==> src/rtl/core/mer_pkg.sv <==
// Shared types, widths and the microcode program of the midpoint ellipse rasterizer.
package mer_pkg;

  // Radius and derived datapath widths
  localparam int RADIUS_BITS = 11;
  localparam int SQ_W        = 2 * RADIUS_BITS;   // radius squared
  localparam int PROD_W      = 3 * RADIUS_BITS;   // a_sq * b
  localparam int DEL_W       = PROD_W + 3;        // delta_x / delta_y, signed
  localparam int DEC_W       = PROD_W + 7;        // decision and scratch, signed
  localparam int POS_W       = RADIUS_BITS + 1;   // cur_x / cur_y, signed
  localparam int COORD_W     = 17;                // output coordinates
  localparam int CENTER_W    = 16;
  localparam int RIN_W       = 11;                // radius field width on the bus
  localparam int CFG_W       = 12;
  localparam int CFG_AW      = 1;
  localparam int TDATA_W     = 56;

  // Configuration register indexes
  localparam logic [CFG_AW-1:0] CFG_WINDOW_LEFT = 1'b0;
  localparam logic [CFG_AW-1:0] CFG_WINDOW_TOP  = 1'b1;

  // Input item kinds
  localparam logic OPER_START = 1'b0;
  localparam logic OPER_STEP  = 1'b1;

  // Rasterizer phase
  typedef enum logic [2:0] {
    PH_IDLE = 3'b001,
    PH_R1   = 3'b010,
    PH_R2   = 3'b100
  } phase_t;

  // Micro-operations executed by the datapath
  typedef enum logic [4:0] {
    OP_NOP,
    OP_SQ,
    OP_MULB,
    OP_DINIT1,
    OP_DINIT2,
    OP_YDEC,
    OP_D_SUB_DY,
    OP_XINC,
    OP_D_ADD_BSQ,
    OP_D_ADD_DX,
    OP_D_ADD_ASQ,
    OP_T_DIFF,
    OP_T_TRIPLE,
    OP_T_HALF,
    OP_T_SUB_DX,
    OP_T_SUB_DY,
    OP_D_ADD_T,
    OP_CHKY,
    OP_EMIT,
    OP_FINISH
  } uop_t;

  // Jump conditions
  typedef enum logic [2:0] {
    CND_NEVER,
    CND_ALWAYS,
    CND_D_NOT_POS,
    CND_IN_R2,
    CND_D_NOT_NEG,
    CND_DX_LT_DY
  } cond_t;

  localparam int PC_W = 5;

  // Program entry points and jump targets
  localparam logic [PC_W-1:0] PC_START = PC_W'(0);
  localparam logic [PC_W-1:0] PC_STEP  = PC_W'(4);
  localparam logic [PC_W-1:0] PC_R1_X  = PC_W'(8);
  localparam logic [PC_W-1:0] PC_R2    = PC_W'(19);
  localparam logic [PC_W-1:0] PC_R2_Y  = PC_W'(22);
  localparam logic [PC_W-1:0] PC_EMIT  = PC_W'(26);

  typedef struct packed {
    uop_t              op;
    cond_t             cond;
    logic [PC_W-1:0]   target;
  } uword_t;

  // Sequencer to datapath
  typedef struct packed {
    logic en;
    uop_t op;
  } dp_ctl_t;

  // Datapath to sequencer
  typedef struct packed {
    logic d_pos;
    logic d_neg;
    logic dx_lt_dy;
    logic in_r2;
    logic emit_ok;
    logic emit_last;
  } dp_flags_t;

  function automatic uword_t uw(input uop_t op, input cond_t cond,
                                input logic [PC_W-1:0] target);
    uword_t w;
    w.op     = op;
    w.cond   = cond;
    w.target = target;
    return w;
  endfunction

  // Control store: start setup, region 1, transition, region 2, emit
  function automatic uword_t ucode(input logic [PC_W-1:0] pc);
    uword_t w;
    case (pc)
      PC_W'(0):  w = uw(OP_SQ,        CND_NEVER,     PC_START);
      PC_W'(1):  w = uw(OP_MULB,      CND_NEVER,     PC_START);
      PC_W'(2):  w = uw(OP_DINIT1,    CND_NEVER,     PC_START);
      PC_W'(3):  w = uw(OP_DINIT2,    CND_ALWAYS,    PC_EMIT + PC_W'(1));
      PC_W'(4):  w = uw(OP_NOP,       CND_IN_R2,     PC_R2);
      PC_W'(5):  w = uw(OP_NOP,       CND_D_NOT_POS, PC_R1_X);
      PC_W'(6):  w = uw(OP_YDEC,      CND_NEVER,     PC_START);
      PC_W'(7):  w = uw(OP_D_SUB_DY,  CND_NEVER,     PC_START);
      PC_W'(8):  w = uw(OP_XINC,      CND_NEVER,     PC_START);
      PC_W'(9):  w = uw(OP_D_ADD_BSQ, CND_NEVER,     PC_START);
      PC_W'(10): w = uw(OP_D_ADD_DX,  CND_DX_LT_DY,  PC_EMIT);
      PC_W'(11): w = uw(OP_T_DIFF,    CND_NEVER,     PC_START);
      PC_W'(12): w = uw(OP_T_TRIPLE,  CND_NEVER,     PC_START);
      PC_W'(13): w = uw(OP_T_HALF,    CND_NEVER,     PC_START);
      PC_W'(14): w = uw(OP_T_SUB_DX,  CND_NEVER,     PC_START);
      PC_W'(15): w = uw(OP_T_SUB_DY,  CND_NEVER,     PC_START);
      PC_W'(16): w = uw(OP_T_HALF,    CND_NEVER,     PC_START);
      PC_W'(17): w = uw(OP_D_ADD_T,   CND_NEVER,     PC_START);
      PC_W'(18): w = uw(OP_CHKY,      CND_ALWAYS,    PC_EMIT);
      PC_W'(19): w = uw(OP_NOP,       CND_D_NOT_NEG, PC_R2_Y);
      PC_W'(20): w = uw(OP_XINC,      CND_NEVER,     PC_START);
      PC_W'(21): w = uw(OP_D_ADD_DX,  CND_NEVER,     PC_START);
      PC_W'(22): w = uw(OP_YDEC,      CND_NEVER,     PC_START);
      PC_W'(23): w = uw(OP_D_ADD_ASQ, CND_NEVER,     PC_START);
      PC_W'(24): w = uw(OP_D_SUB_DY,  CND_NEVER,     PC_START);
      PC_W'(25): w = uw(OP_CHKY,      CND_NEVER,     PC_START);
      PC_W'(26): w = uw(OP_EMIT,      CND_NEVER,     PC_START);
      default:   w = uw(OP_FINISH,    CND_NEVER,     PC_START);
    endcase
    return w;
  endfunction

  // Signed halving that truncates toward zero
  function automatic logic signed [DEC_W-1:0] half_tz(input logic signed [DEC_W-1:0] t);
    logic signed [DEC_W-1:0] s;
    s = t + {{(DEC_W-1){1'b0}}, t[DEC_W-1]};
    return s >>> 1;
  endfunction

endpackage

==> src/rtl/core/mer_sequencer.sv <==
// Microcode sequencer: step counter, control store lookup and conditional jumps.
module mer_sequencer (
  input  logic                clk,
  input  logic                rst_n,
  input  logic                start_go,
  input  logic                step_go,
  input  mer_pkg::dp_flags_t  flags,
  output logic                busy,
  output mer_pkg::dp_ctl_t    ctl
);

  logic [mer_pkg::PC_W-1:0] pc_r, pc_nxt;
  logic                     busy_r, busy_nxt;
  mer_pkg::uword_t          word;
  logic                     take;

  assign word = mer_pkg::ucode(pc_r);

  // Jump condition select
  always_comb begin
    case (word.cond)
      mer_pkg::CND_NEVER:     take = 1'b0;
      mer_pkg::CND_ALWAYS:    take = 1'b1;
      mer_pkg::CND_D_NOT_POS: take = !flags.d_pos;
      mer_pkg::CND_IN_R2:     take = flags.in_r2;
      mer_pkg::CND_D_NOT_NEG: take = !flags.d_neg;
      mer_pkg::CND_DX_LT_DY:  take = flags.dx_lt_dy;
      default:                take = 1'b0;
    endcase
  end

  // Next step; the emit step holds until its last result is loaded
  always_comb begin
    pc_nxt   = pc_r;
    busy_nxt = busy_r;
    if (start_go) begin
      pc_nxt   = mer_pkg::PC_START;
      busy_nxt = 1'b1;
    end else if (step_go) begin
      pc_nxt   = mer_pkg::PC_STEP;
      busy_nxt = 1'b1;
    end else if (busy_r) begin
      if (word.op == mer_pkg::OP_EMIT) begin
        if (flags.emit_ok && flags.emit_last) pc_nxt = pc_r + mer_pkg::PC_W'(1);
      end else if (word.op == mer_pkg::OP_FINISH) begin
        busy_nxt = 1'b0;
      end else if (take) begin
        pc_nxt = word.target;
      end else begin
        pc_nxt = pc_r + mer_pkg::PC_W'(1);
      end
    end
  end

  always_ff @(posedge clk) begin
    if (!rst_n) begin
      pc_r   <= mer_pkg::PC_START;
      busy_r <= 1'b0;
    end else begin
      pc_r   <= pc_nxt;
      busy_r <= busy_nxt;
    end
  end

  assign busy   = busy_r;
  assign ctl.en = busy_r;
  assign ctl.op = word.op;

endmodule

==> src/rtl/core/mer_datapath.sv <==
// Ellipse datapath: decision terms, coordinates, result select and output register.
module mer_datapath (
  input  logic                                   clk,
  input  logic                                   rst_n,
  input  logic                                   start_go,
  input  logic                                   step_go,
  input  logic signed [mer_pkg::CENTER_W-1:0]    center_x,
  input  logic signed [mer_pkg::CENTER_W-1:0]    center_y,
  input  logic [mer_pkg::RIN_W-1:0]              radius_x,
  input  logic [mer_pkg::RIN_W-1:0]              radius_y,
  input  logic                                   fill_mode,
  input  logic [mer_pkg::CFG_W-1:0]              window_left,
  input  logic [mer_pkg::CFG_W-1:0]              window_top,
  input  mer_pkg::dp_ctl_t                       ctl,
  output mer_pkg::dp_flags_t                     flags,
  output logic                                   phase_idle,
  output logic                                   out_valid,
  input  logic                                   out_ready,
  output logic signed [mer_pkg::COORD_W-1:0]     span_x_start,
  output logic signed [mer_pkg::COORD_W-1:0]     span_x_end,
  output logic signed [mer_pkg::COORD_W-1:0]     span_y,
  output logic                                   last_in_run,
  output logic                                   ellipse_done
);

  localparam int RB  = mer_pkg::RADIUS_BITS;
  localparam int SQ  = mer_pkg::SQ_W;
  localparam int PW  = mer_pkg::PROD_W;
  localparam int DL  = mer_pkg::DEL_W;
  localparam int DC  = mer_pkg::DEC_W;
  localparam int PS  = mer_pkg::POS_W;
  localparam int CW  = mer_pkg::COORD_W;

  mer_pkg::phase_t         phase_r, phase_nxt;
  logic                    fill_r, fill_nxt;
  logic signed [CW-1:0]    cx_r, cx_nxt, cy_r, cy_nxt;
  logic signed [PS-1:0]    cur_x_r, cur_x_nxt, cur_y_r, cur_y_nxt;
  logic [RB-1:0]           ra_r, ra_nxt, rb_r, rb_nxt;
  logic [SQ-1:0]           a_sq_r, a_sq_nxt, b_sq_r, b_sq_nxt;
  logic [PW-1:0]           prod_r, prod_nxt;
  logic signed [DC-1:0]    dec_r, dec_nxt, tmp_r, tmp_nxt;
  logic signed [DL-1:0]    dx_r, dx_nxt, dy_r, dy_nxt;
  logic                    done_r, done_nxt;
  logic [1:0]              k_r, k_nxt;
  logic signed [CW-1:0]    px_r, px_nxt, mx_r, mx_nxt, py_r, py_nxt, my_r, my_nxt;
  logic                    ov_r, ov_nxt;
  logic signed [CW-1:0]    oxs_r, oxs_nxt, oxe_r, oxe_nxt, oy_r, oy_nxt;
  logic                    olast_r, olast_nxt, odone_r, odone_nxt;

  // Extended operands
  logic signed [DC-1:0]    asq_d, bsq_d, prod_d, dx_d, dy_d;
  logic [DL-1:0]           asq2, bsq2;
  logic signed [CW-1:0]    x_ext, y_ext;
  logic                    emit_ok, emit_last;
  logic signed [CW-1:0]    sel_xs, sel_xe, sel_y;

  assign asq_d  = {{(DC-SQ){1'b0}}, a_sq_r};
  assign bsq_d  = {{(DC-SQ){1'b0}}, b_sq_r};
  assign prod_d = {{(DC-PW){1'b0}}, prod_r};
  assign dx_d   = {{(DC-DL){dx_r[DL-1]}}, dx_r};
  assign dy_d   = {{(DC-DL){dy_r[DL-1]}}, dy_r};
  assign asq2   = {{(DL-SQ-1){1'b0}}, a_sq_r, 1'b0};
  assign bsq2   = {{(DL-SQ-1){1'b0}}, b_sq_r, 1'b0};
  // x only counts up from zero
  assign x_ext  = {{(CW-PS){1'b0}}, cur_x_r};
  assign y_ext  = {{(CW-PS){cur_y_r[PS-1]}}, cur_y_r};

  // Result slot handshake and result order
  assign emit_ok   = !ov_r || out_ready;
  assign emit_last = fill_r ? (k_r == 2'd1) : (k_r == 2'd3);

  always_comb begin
    if (fill_r) begin
      sel_xs = mx_r;
      sel_xe = px_r;
      sel_y  = k_r[0] ? py_r : my_r;
    end else begin
      sel_xs = k_r[0] ? mx_r : px_r;
      sel_xe = sel_xs;
      sel_y  = k_r[1] ? my_r : py_r;
    end
  end

  // Register transfers
  always_comb begin
    phase_nxt = phase_r;
    fill_nxt  = fill_r;
    cx_nxt    = cx_r;
    cy_nxt    = cy_r;
    cur_x_nxt = cur_x_r;
    cur_y_nxt = cur_y_r;
    ra_nxt    = ra_r;
    rb_nxt    = rb_r;
    a_sq_nxt  = a_sq_r;
    b_sq_nxt  = b_sq_r;
    prod_nxt  = prod_r;
    dec_nxt   = dec_r;
    tmp_nxt   = tmp_r;
    dx_nxt    = dx_r;
    dy_nxt    = dy_r;
    done_nxt  = done_r;
    k_nxt     = k_r;
    px_nxt    = px_r;
    mx_nxt    = mx_r;
    py_nxt    = py_r;
    my_nxt    = my_r;
    ov_nxt    = ov_r;
    oxs_nxt   = oxs_r;
    oxe_nxt   = oxe_r;
    oy_nxt    = oy_r;
    olast_nxt = olast_r;
    odone_nxt = odone_r;

    if (ov_r && out_ready) ov_nxt = 1'b0;

    if (start_go) begin
      // latch center with window offset, radii and mode
      cx_nxt   = CW'(center_x) + CW'(window_left);
      cy_nxt   = CW'(center_y) + CW'(window_top);
      fill_nxt = fill_mode;
      ra_nxt   = radius_x[RB-1:0];
      rb_nxt   = radius_y[RB-1:0];
    end else if (step_go) begin
      // snapshot mirrored coordinates before the update
      px_nxt   = cx_r + x_ext;
      mx_nxt   = cx_r - x_ext;
      py_nxt   = cy_r + y_ext;
      my_nxt   = cy_r - y_ext;
      done_nxt = 1'b0;
      k_nxt    = 2'd0;
    end else if (ctl.en) begin
      case (ctl.op)
        mer_pkg::OP_SQ: begin
          a_sq_nxt  = SQ'(ra_r) * SQ'(ra_r);
          b_sq_nxt  = SQ'(rb_r) * SQ'(rb_r);
          cur_x_nxt = '0;
          cur_y_nxt = {1'b0, rb_r};
          dx_nxt    = '0;
        end
        mer_pkg::OP_MULB:      prod_nxt = PW'(a_sq_r) * PW'(rb_r);
        mer_pkg::OP_DINIT1: begin
          dec_nxt = bsq_d + (asq_d >>> 2);
          dy_nxt  = DL'({prod_r, 1'b0});
        end
        mer_pkg::OP_DINIT2: begin
          dec_nxt   = dec_r - prod_d;
          phase_nxt = mer_pkg::PH_R1;
        end
        mer_pkg::OP_YDEC: begin
          cur_y_nxt = cur_y_r - PS'(1);
          dy_nxt    = dy_r - asq2;
        end
        mer_pkg::OP_XINC: begin
          cur_x_nxt = cur_x_r + PS'(1);
          dx_nxt    = dx_r + bsq2;
        end
        mer_pkg::OP_D_SUB_DY:  dec_nxt = dec_r - dy_d;
        mer_pkg::OP_D_ADD_BSQ: dec_nxt = dec_r + bsq_d;
        mer_pkg::OP_D_ADD_DX:  dec_nxt = dec_r + dx_d;
        mer_pkg::OP_D_ADD_ASQ: dec_nxt = dec_r + asq_d;
        mer_pkg::OP_T_DIFF:    tmp_nxt = asq_d - bsq_d;
        mer_pkg::OP_T_TRIPLE:  tmp_nxt = tmp_r + (tmp_r <<< 1);
        mer_pkg::OP_T_HALF:    tmp_nxt = mer_pkg::half_tz(tmp_r);
        mer_pkg::OP_T_SUB_DX:  tmp_nxt = tmp_r - dx_d;
        mer_pkg::OP_T_SUB_DY:  tmp_nxt = tmp_r - dy_d;
        mer_pkg::OP_D_ADD_T: begin
          dec_nxt   = dec_r + tmp_r;
          phase_nxt = mer_pkg::PH_R2;
        end
        mer_pkg::OP_CHKY: begin
          if (cur_y_r[PS-1]) begin
            phase_nxt = mer_pkg::PH_IDLE;
            done_nxt  = 1'b1;
          end
        end
        mer_pkg::OP_EMIT: begin
          if (emit_ok) begin
            ov_nxt    = 1'b1;
            oxs_nxt   = sel_xs;
            oxe_nxt   = sel_xe;
            oy_nxt    = sel_y;
            olast_nxt = emit_last;
            odone_nxt = done_r;
            k_nxt     = k_r + 2'd1;
          end
        end
        default: ;
      endcase
    end
  end

  // Control state
  always_ff @(posedge clk) begin
    if (!rst_n) begin
      phase_r <= mer_pkg::PH_IDLE;
      ov_r    <= 1'b0;
      done_r  <= 1'b0;
      k_r     <= 2'd0;
    end else begin
      phase_r <= phase_nxt;
      ov_r    <= ov_nxt;
      done_r  <= done_nxt;
      k_r     <= k_nxt;
    end
  end

  // Payload
  always_ff @(posedge clk) begin
    fill_r  <= fill_nxt;
    cx_r    <= cx_nxt;
    cy_r    <= cy_nxt;
    cur_x_r <= cur_x_nxt;
    cur_y_r <= cur_y_nxt;
    ra_r    <= ra_nxt;
    rb_r    <= rb_nxt;
    a_sq_r  <= a_sq_nxt;
    b_sq_r  <= b_sq_nxt;
    prod_r  <= prod_nxt;
    dec_r   <= dec_nxt;
    tmp_r   <= tmp_nxt;
    dx_r    <= dx_nxt;
    dy_r    <= dy_nxt;
    px_r    <= px_nxt;
    mx_r    <= mx_nxt;
    py_r    <= py_nxt;
    my_r    <= my_nxt;
    oxs_r   <= oxs_nxt;
    oxe_r   <= oxe_nxt;
    oy_r    <= oy_nxt;
    olast_r <= olast_nxt;
    odone_r <= odone_nxt;
  end

  assign flags.d_pos     = !dec_r[DC-1] && (dec_r != '0);
  assign flags.d_neg     = dec_r[DC-1];
  assign flags.dx_lt_dy  = dx_r < dy_r;
  assign flags.in_r2     = (phase_r == mer_pkg::PH_R2);
  assign flags.emit_ok   = emit_ok;
  assign flags.emit_last = emit_last;

  assign phase_idle   = (phase_r == mer_pkg::PH_IDLE);
  assign out_valid    = ov_r;
  assign span_x_start = oxs_r;
  assign span_x_end   = oxe_r;
  assign span_y       = oy_r;
  assign last_in_run  = olast_r;
  assign ellipse_done = odone_r;

endmodule

==> src/rtl/core/midpoint_ellipse_rasterizer_core.sv <==
// Top level: configuration registers, stream unpacking and sequencer/datapath wiring.
// Start item: setup multiplies and decision terms, no results.
// Step item: region 1 or 2 microcode, then an emit step loading each result (2 fill,
// 4 outline), held by a full output; the region 1 to region 2 transition adds steps.
// One item is worked at a time, paced by the microcode; results leave through a
// one-entry output register. Synchronous active-low reset: idle, window offsets zero.
module midpoint_ellipse_rasterizer_core (
  input  logic                         clk,
  input  logic                         rst_n,
  // configuration
  input  logic                         cfg_we,
  input  logic [mer_pkg::CFG_AW-1:0]   cfg_addr,
  input  logic [mer_pkg::CFG_W-1:0]    cfg_wdata,
  // input stream
  input  logic                         in_tvalid,
  output logic                         in_tready,
  // center_x[15:0], center_y[31:16], radius_x[42:32], radius_y[53:43], fill_mode[54]
  input  logic [mer_pkg::TDATA_W-1:0]  in_tdata,
  // operation[0]
  input  logic [0:0]                   in_tuser,
  // result stream
  output logic                         out_tvalid,
  input  logic                         out_tready,
  // span_x_start[16:0], span_x_end[33:17], span_y[50:34]
  output logic [mer_pkg::TDATA_W-1:0]  out_tdata,
  // ellipse_done[0]
  output logic [0:0]                   out_tuser,
  output logic                         out_tlast
);

  logic [mer_pkg::CFG_W-1:0]   win_left_r, win_left_nxt;
  logic [mer_pkg::CFG_W-1:0]   win_top_r, win_top_nxt;
  logic                        busy, phase_idle, in_xfer, start_go, step_go;
  logic                        operation, fill_mode;
  logic signed [mer_pkg::CENTER_W-1:0] center_x, center_y;
  logic [mer_pkg::RIN_W-1:0]   radius_x, radius_y;
  logic signed [mer_pkg::COORD_W-1:0]  span_x_start, span_x_end, span_y;
  logic                        ellipse_done;
  mer_pkg::dp_ctl_t            ctl;
  mer_pkg::dp_flags_t          flags;

  // Configuration writes
  always_comb begin
    win_left_nxt = win_left_r;
    win_top_nxt  = win_top_r;
    if (cfg_we) begin
      case (cfg_addr)
        mer_pkg::CFG_WINDOW_LEFT: win_left_nxt = cfg_wdata;
        mer_pkg::CFG_WINDOW_TOP:  win_top_nxt  = cfg_wdata;
        default: ;
      endcase
    end
  end

  always_ff @(posedge clk) begin
    if (!rst_n) begin
      win_left_r <= '0;
      win_top_r  <= '0;
    end else begin
      win_left_r <= win_left_nxt;
      win_top_r  <= win_top_nxt;
    end
  end

  // Input unpacking
  assign operation = in_tuser[0];
  assign center_x  = in_tdata[15:0];
  assign center_y  = in_tdata[31:16];
  assign radius_x  = in_tdata[42:32];
  assign radius_y  = in_tdata[53:43];
  assign fill_mode = in_tdata[54];

  // Item dispatch: zero radius starts and idle steps are dropped
  assign in_tready = !busy;
  assign in_xfer   = in_tvalid && in_tready;
  assign start_go  = in_xfer && (operation == mer_pkg::OPER_START)
                     && (radius_x[mer_pkg::RADIUS_BITS-1:0] != '0)
                     && (radius_y[mer_pkg::RADIUS_BITS-1:0] != '0);
  assign step_go   = in_xfer && (operation == mer_pkg::OPER_STEP) && !phase_idle;

  mer_sequencer u_seq (
    .clk      (clk),
    .rst_n    (rst_n),
    .start_go (start_go),
    .step_go  (step_go),
    .flags    (flags),
    .busy     (busy),
    .ctl      (ctl)
  );

  mer_datapath u_dp (
    .clk          (clk),
    .rst_n        (rst_n),
    .start_go     (start_go),
    .step_go      (step_go),
    .center_x     (center_x),
    .center_y     (center_y),
    .radius_x     (radius_x),
    .radius_y     (radius_y),
    .fill_mode    (fill_mode),
    .window_left  (win_left_r),
    .window_top   (win_top_r),
    .ctl          (ctl),
    .flags        (flags),
    .phase_idle   (phase_idle),
    .out_valid    (out_tvalid),
    .out_ready    (out_tready),
    .span_x_start (span_x_start),
    .span_x_end   (span_x_end),
    .span_y       (span_y),
    .last_in_run  (out_tlast),
    .ellipse_done (ellipse_done)
  );

  // Result packing
  assign out_tdata = {{(mer_pkg::TDATA_W - 3*mer_pkg::COORD_W){1'b0}},
                      span_y, span_x_end, span_x_start};
  assign out_tuser = ellipse_done;

endmodule
==> config.mk <==
export PLATFORM = sky130hd
export DESIGN_NAME = midpoint_ellipse_rasterizer_core
export DESIGN_NICKNAME = d
export VERILOG_FILES = /design/src/rtl/core/mer_pkg.sv /design/src/rtl/core/mer_sequencer.sv /design/src/rtl/core/mer_datapath.sv /design/src/rtl/core/midpoint_ellipse_rasterizer_core.sv
export SDC_FILE = /design/constraint.sdc
export NUM_CORES = 2
export LEC_CHECK = 0
export BUFFER_PORTS_ARGS = -buffer_cell sky130_fd_sc_hd__buf_2
export CAP_MARGIN = 20
export CORE_MARGIN = 2
export CORE_UTILIZATION = 35
export DETAILED_ROUTE_END_ITERATION = 8
export GPL_ROUTABILITY_DRIVEN = 0
export SYNTH_ARGS = -nofsm -noshare
export SYNTH_HDL_FRONTEND = slang
export SYNTH_HIERARCHICAL = 1
export SYNTH_SLANG_ARGS = --single-unit
==> constraint.sdc <==
create_clock -name clk -period 28.2 [get_ports clk]
set_clock_uncertainty 0.2 [all_clocks]
set_input_delay 4.23 -clock clk [delete_from_list [all_inputs] [get_ports clk]]
set_output_delay 4.23 -clock clk [all_outputs]
set_load 0.05 [all_outputs]
### Yosys cells after proc, flatten, opt, wreduce, memory -nomap -nowiden

Memory sizes are Yosys's and may differ from the RTL's.
Cells that the tools add are included.

| operators by class | value |
|---|---|
| add/subtract/negate cells | 24 |
| multipliers | 3 |
| divide/modulo/power cells | 0 |
| magnitude comparators | 1 |
| equality and inequality tests | 33 |
| shifts and indexed selects | 0 |
| muxes and demuxes | 41 |
| bitwise gates (word level) | 5 |
| reduce and logical (&&, ||, !) cells | 47 |

Operator list:

| kind | count |
|---|---|
| 40-bit one-hot mux with 7 select lines | 1 |
| 40-bit one-hot mux with 5 select lines | 1 |
| 36-bit one-hot mux with 2 select lines | 2 |
| 40-bit by 36-bit subtractor with 40-bit output | 3 |
| 17-bit 2-to-1 mux | 6 |
| 40-bit by 23-bit adder with 40-bit output | 2 |
| 40-bit adder | 2 |
| 12-bit one-hot mux with 2 select lines | 2 |
| 11-bit by 11-bit multiplier with 22-bit output | 2 |
| 40-bit by 1-bit adder with 40-bit output | 1 |
| 40-bit by 36-bit adder with 40-bit output | 1 |
| 5-bit by 4-bit equality test with 1-bit output, second input constant | 8 |
| 40-bit nonzero test | 1 |
| 40-bit by 34-bit subtractor with 40-bit output | 1 |
| 36-bit by 23-bit adder with 36-bit output | 1 |
| 36-bit less-than comparator | 1 |
| 4-bit AND reduction | 9 |
| 36-bit by 23-bit subtractor with 36-bit output | 1 |
| 16-bit by 13-bit adder with 17-bit output | 2 |
| 22-bit by 11-bit multiplier with 33-bit output | 1 |
| 22-bit by 20-bit adder with 23-bit output | 1 |
| 22-bit by 22-bit subtractor with 23-bit output | 1 |
| 11-bit nonzero test | 2 |
| 5-bit by 3-bit equality test with 1-bit output, second input constant | 4 |
| other kinds (39) | 98 |

| word-level totals | value |
|---|---|
| flip-flop bits (word level) | 468 |
| bits in latches | 0 |
| memory bits (writable) | 0 |
| memory bits (read-only) | 416 |
| bits of input ports | 75 |
| output and inout port bits | 60 |
| memories kept | 1 |

Memories:

| memory | words | bits a word | rd ports | clocked after Yosys merged registers in | wr ports | RTL line | RTL |
|---|---|---|---|---|---|---|---|
| (name not given) | 32 | 13 | 1 | 0 | 0 | mer_pkg.sv:111 | `case (pc)` |

### Depth between registers and ports, before layout

| depth | value |
|---|---|
| depth after elaboration | 9 |
| gate-level depth with buffers | 28 |
| gate-level depth less buffers | 26 |

### Cells and area by module

Netlist, hierarchy kept.

Modules (own cells, without submodules):

| module | instances | cells each | area an instance (sq um) | sequential area each (sq um) |
|---|---|---|---|---|
| mer_datapath | 1 | 5054 | 46703.5 | 12872.3 |
| midpoint_ellipse_rasterizer_core | 1 | 123 | 1007.2 | 480.5 |
| mer_sequencer | 1 | 119 | 907.1 | 120.1 |

### Worst setup path after synthesis

Ideal clock, no wire load.

| timing | value |
|---|---|
| path kind | in2reg |
| from | in in_tdata[49] (netlist name) |
| to | reg u_dp.k_r[1] |
| setup time | 0.059 ns |
| data arrival time | 12.033 ns |
| data required time | 27.941 ns |
| slack | 15.908 ns |
| cell stages on the path | 8 |
| path buffers | 0 |
| cell sequence | nor3_1 > a311o_1 > a31oi_1 > nor2b_1 > a31oi_1 > o21ai_0 > o21ai_0 > and2_1 |

| on the way | value |
|---|---|
| longest elaborated chain between the ends | 4 |

RTL lines:

| item | RTL line | RTL |
|---|---|---|
| start: declaration | midpoint_ellipse_rasterizer_core.sv:18 | `input logic [mer_pkg::TDATA_W-1:0] in_tdata,` |
| 11-bit nonzero test | midpoint_ellipse_rasterizer_core.sv:78 | `&& (radius_y[mer_pkg::RADIUS_BITS-1:0] != '0);` |
| 1-bit logical AND | midpoint_ellipse_rasterizer_core.sv:78 |  |
| via start_go | midpoint_ellipse_rasterizer_core.sv:33 | `logic busy, phase_idle, in_xfer, start_go, step_go;` |
| 1-bit NOT (no source line) | -- |  |
| 4-bit AND reduction (no source line) | -- |  |
| end signal: assignment | mer_datapath.sv:203 | `k_r <= k_nxt;` |
| end: declaration | mer_datapath.sv:44 | `logic [1:0] k_r, k_nxt;` |

The timed path passes the listed nets, and every way through them passes these cells.
A chain may end at the register's enable or synchronous reset.

==> flow_metrics.py <==
metrics = {
    "run_status": {
        "outcome": "finished, final reports clean",
    },
    "setup_path": {
        "cp_max_fo": 36,
        "critPathKind": "flop to flop",
        "required_ns": 28.39,
        "critPathCaptureType": "flop",
        "crit_path_start_kind": "flop",
        "worstPathArrival_ns": 8.43,
    },
    "route": {
        "met2_length_mm": 57.9,
        "viasPerCell": 5.31,
        "drc": 0,
        "wl_met1_mm": 59.9,
        "drt_iter0_drc": 2848,
        "topRoutingLayerUsed": "met4",
        "num_vias": 38200,
        "wl_per_cell_um": 17.9,
        "dr.pass1.iters": 6,
        "routed_wl_mm": 129,
        "final_antenna_net_count": 0,
        "wl_met3_mm": 8.26,
    },
    "timing": {
        "period_minus_slack_ns": 8.24,
        "hold_viol": 0,
        "slew_headroom_pct": 18.8,
        "fmax_mhz": 121,
        "drv_slew": 0,
        "worstMarginPinSlew_ns": 1.19,
        "rsz0062_at_grt": "no",
        "setup_viol": 0,
        "setup_tns_ns": 0,
        "finalCritPeriodShare_pct": 29.2,
    },
    "logic_synthesis": {
        "seq_area_frac_synth_pct": 27.7,
        "synthArstFlopShare_pct": 0,
        "synth_ff_type": "edfxtp_1",
        "netlist_instances": 5296,
        "synthMuxAreaShare_pct": 2.16,
        "synthAdderAreaFrac_pct": 25.5,
        "ys_ff_latch": 461,
        "synth-xor-area-share_pct": 7.80,
        "synth_cell_types": 92,
        "yosys.area_share.simple_pct": 15.4,
        "synth_top_family_by_area": "adder cells",
        "synth-edff-count": 424,
        "syn-cell-area_um2": 48600,
        "synth_compound_area_share_pct": 15.2,
        "syn_area_per_cell_um2": 9.18,
        "ys_warn_count": 6,
    },
    "power_and_ir_drop": {
        "cellLeakagePower_uw": 0.0226,
        "ir_drop_uv": 145,
        "pwr_density_cell_nw_per_um2": 84.8,
    },
    "clock_tree": {
        "htreeDepth": 2,
        "post-cts-setup-buffers": 0,
        "cts_resized": 0,
        "cts_hold_buf": 0,
        "cts_made_buffers": 56,
        "clock-root-buffer": "clkbuf_16",
        "clockBufferDepth": 3,
        "clk_pin_slew_ns": 0.07,
        "clock-sinks": 461,
        "cts_tree": "yes",
        "clock_latency_ns": 0.70,
    },
    "global_routing": {
        "first_global_vias": 37800,
        "grt_overflow": 0,
        "grt_max_degree": 92,
        "antenna_found_initial": 6,
        "grt.total_usage_pct": 18.0,
        "grt_pass1_wl_mm": 206,
    },
    "final_layout": {
        "fill_cells": 13700,
        "layout_commonest_cell": "inv_1",
        "area.growth.synth_to_final_pct": 9.56,
        "final_cell_mix": "inv_1, nand2_1, ha_1, edfxtp_1, nor2_1",
        "final_nets": 6242,
        "postLayoutCoreUtil_pct": 38.7,
        "drive_gt1_share_pct": 6.98,
    },
    "hold_path": {
        "hold_class": "flop to flop",
    },
    "floorplanning": {
        "fp.dieH_um": 377,
        "initial_core_util_pct": 35.3,
        "ios": 135,
        "die_x_um": 377,
        "rows": 136,
        "die_area_um2": 142000,
        "core_um2": 138000,
    },
    "place": {
        "hpwl_mm": 101,
        "io_buffers": 128,
    },
    "job": {
        "drv_cap": 0,
    },
}
## sequential cells by signal (all words and copies together) (netlist names), 3 cells and up
signal and count:
u_seq/pc_r 5, u_dp/tmp_r 40, u_dp/py_r 17, u_dp/mx_r 16, u_dp/rb_r 11, u_dp/prod_r 33
u_dp/span_x_end 16, u_dp/span_y 17, u_dp/dec_r 40, u_dp/b_sq_r 21, u_dp/dx_r 35, win_left_r 12
u_dp/dy_r 35, u_dp/px_r 17, u_dp/ra_r 11, u_dp/cx_r 17, u_dp/a_sq_r 21, u_dp/my_r 16
u_dp/cur_x_r 12, win_top_r 12, u_dp/cur_y_r 12, u_dp/span_x_start 17, u_dp/phase_r 3, u_dp/cy_r 17
## area by class of cell
cell class | instances | area, um2 | area share [%]
Timing Repair Buffer | 179 | 1040 | 1.95
Clock inverter | 33 | 390 | 0.733
Antenna cell | 2 | 5.00 | 0.00940
Multi-Input combinational cell | 4059 | 32300 | 60.6
Sequential cell | 461 | 13500 | 25.3
Tap cell | 1794 | 2240 | 4.21
Clock buffer | 71 | 1560 | 2.93
Inverter | 600 | 2250 | 4.23
## per-layer routing
metal,up-vias,track usage (%)
met5,-,0
met4,0,4.59
met3,143,2.33
met2,978,29.2
met1,18500,25.4
li1,18600,-
## cells by family (layout without fill, tap and decap cells)
kind of cell	count (synthesis)	after routing
simple gates	1564	1564
mux	98	98
compound gates	1149	1149
flops	461	461
xor+xnor	433	433
fa+ha+maj	810	810
buf+inv	780	883
other cells	1	7
## through the flow
step / setup slack (ns) / instances / hold slack [ns] / cell area [um2] / total power [uW]
floorplan: 15.91 / 5300 / 0.200 / 48600 / 3090
global placement: 19.33 / 7089 / 0.204 / 51300 / 3710
detailed placement: 19.26 / 7090 / 0.212 / 51300 / 3750
CTS: 19.94 / 7194 / 0.226 / 53200 / 4550
global route: 19.38 / 7197 / 0.226 / 53300 / 4930
finish: 19.96 / 7199 / 0.220 / 53300 / 4520
## synth_stat cells (12+ instances only)
library cell | number | area (um2)
a211oi_1 | 53 | 398
a21boi_0 | 21 | 158
a21boi_1 | 20 | 150
a21o_1 | 110 | 826
a21oi_1 | 304 | 1520
a221oi_1 | 14 | 123
a222oi_1 | 17 | 170
a22oi_1 | 38 | 285
a31oi_1 | 46 | 288
and2_1 | 130 | 813
and3_1 | 40 | 250
buf_4 | 13 | 97.6
clkbuf_1 | 147 | 552
dfxtp_1 | 37 | 741
edfxtp_1 | 424 | 12700
fa_1 | 304 | 6090
ha_1 | 506 | 6330
inv_1 | 597 | 2240
mux2_2 | 52 | 586
mux2i_1 | 45 | 450
nand2_1 | 538 | 2020
nand2b_1 | 60 | 375
nand3_1 | 87 | 435
nand4_1 | 35 | 219
nor2_1 | 366 | 1370
nor2b_1 | 69 | 432
nor3_1 | 86 | 430
nor3b_1 | 15 | 113
nor4_1 | 31 | 194
o2111ai_1 | 13 | 114
o211ai_1 | 26 | 195
o21a_1 | 43 | 323
o21ai_0 | 255 | 1280
o21bai_1 | 43 | 323
o22ai_1 | 16 | 100
o31ai_1 | 16 | 120
or2_2 | 18 | 113
or3_1 | 34 | 213
or4_1 | 12 | 90.1
xnor2_1 | 280 | 2450
xor2_1 | 153 | 1340
## worst paths after layout
path,start,depth (start not counted),endpoint,slack (ns)
worst max-delay path,u_seq/pc_r[0],26,u_dp/dec_r[38],19.96
worst min-delay path,u_dp/px_r[0],0,u_dp/span_x_start[0],0.22
worst max register to register,u_seq/pc_r[0],26,u_dp/dec_r[38],19.96
worst min register to register,u_dp/px_r[0],0,u_dp/span_x_start[0],0.22
## power breakdown
group | internal (uW) | switching, uW
Clock | 448 | 315
Combinational | 1160 | 1610
Sequential | 921 | 68.6
## worst max-delay path, cell delays in order, from the launching register on
cell       delay (ns)
dfxtp_1          0.56
inv_1            0.18
ha_1             0.39
nand2_1          0.11
a21oi_1          0.14
a31oi_1          0.07
o21ai_2          0.16
buf_4            0.40
nand2b_1         0.28
or3_1            0.62
and2_1           0.59
a211oi_1         0.40
a21oi_1          0.09
ha_1             0.26
fa_1             0.43
a211oi_1         0.28
o21ai_0          0.21
a311oi_1         0.67
a2111oi_0        0.23
buf_1            0.19
nor2_1           0.13
o21a_1           0.18
o21a_1           0.21
nor2_1           0.07
or2_2            0.31
a311oi_1         0.41
mux2i_1          0.14
(Power assumes the default switching activity.)
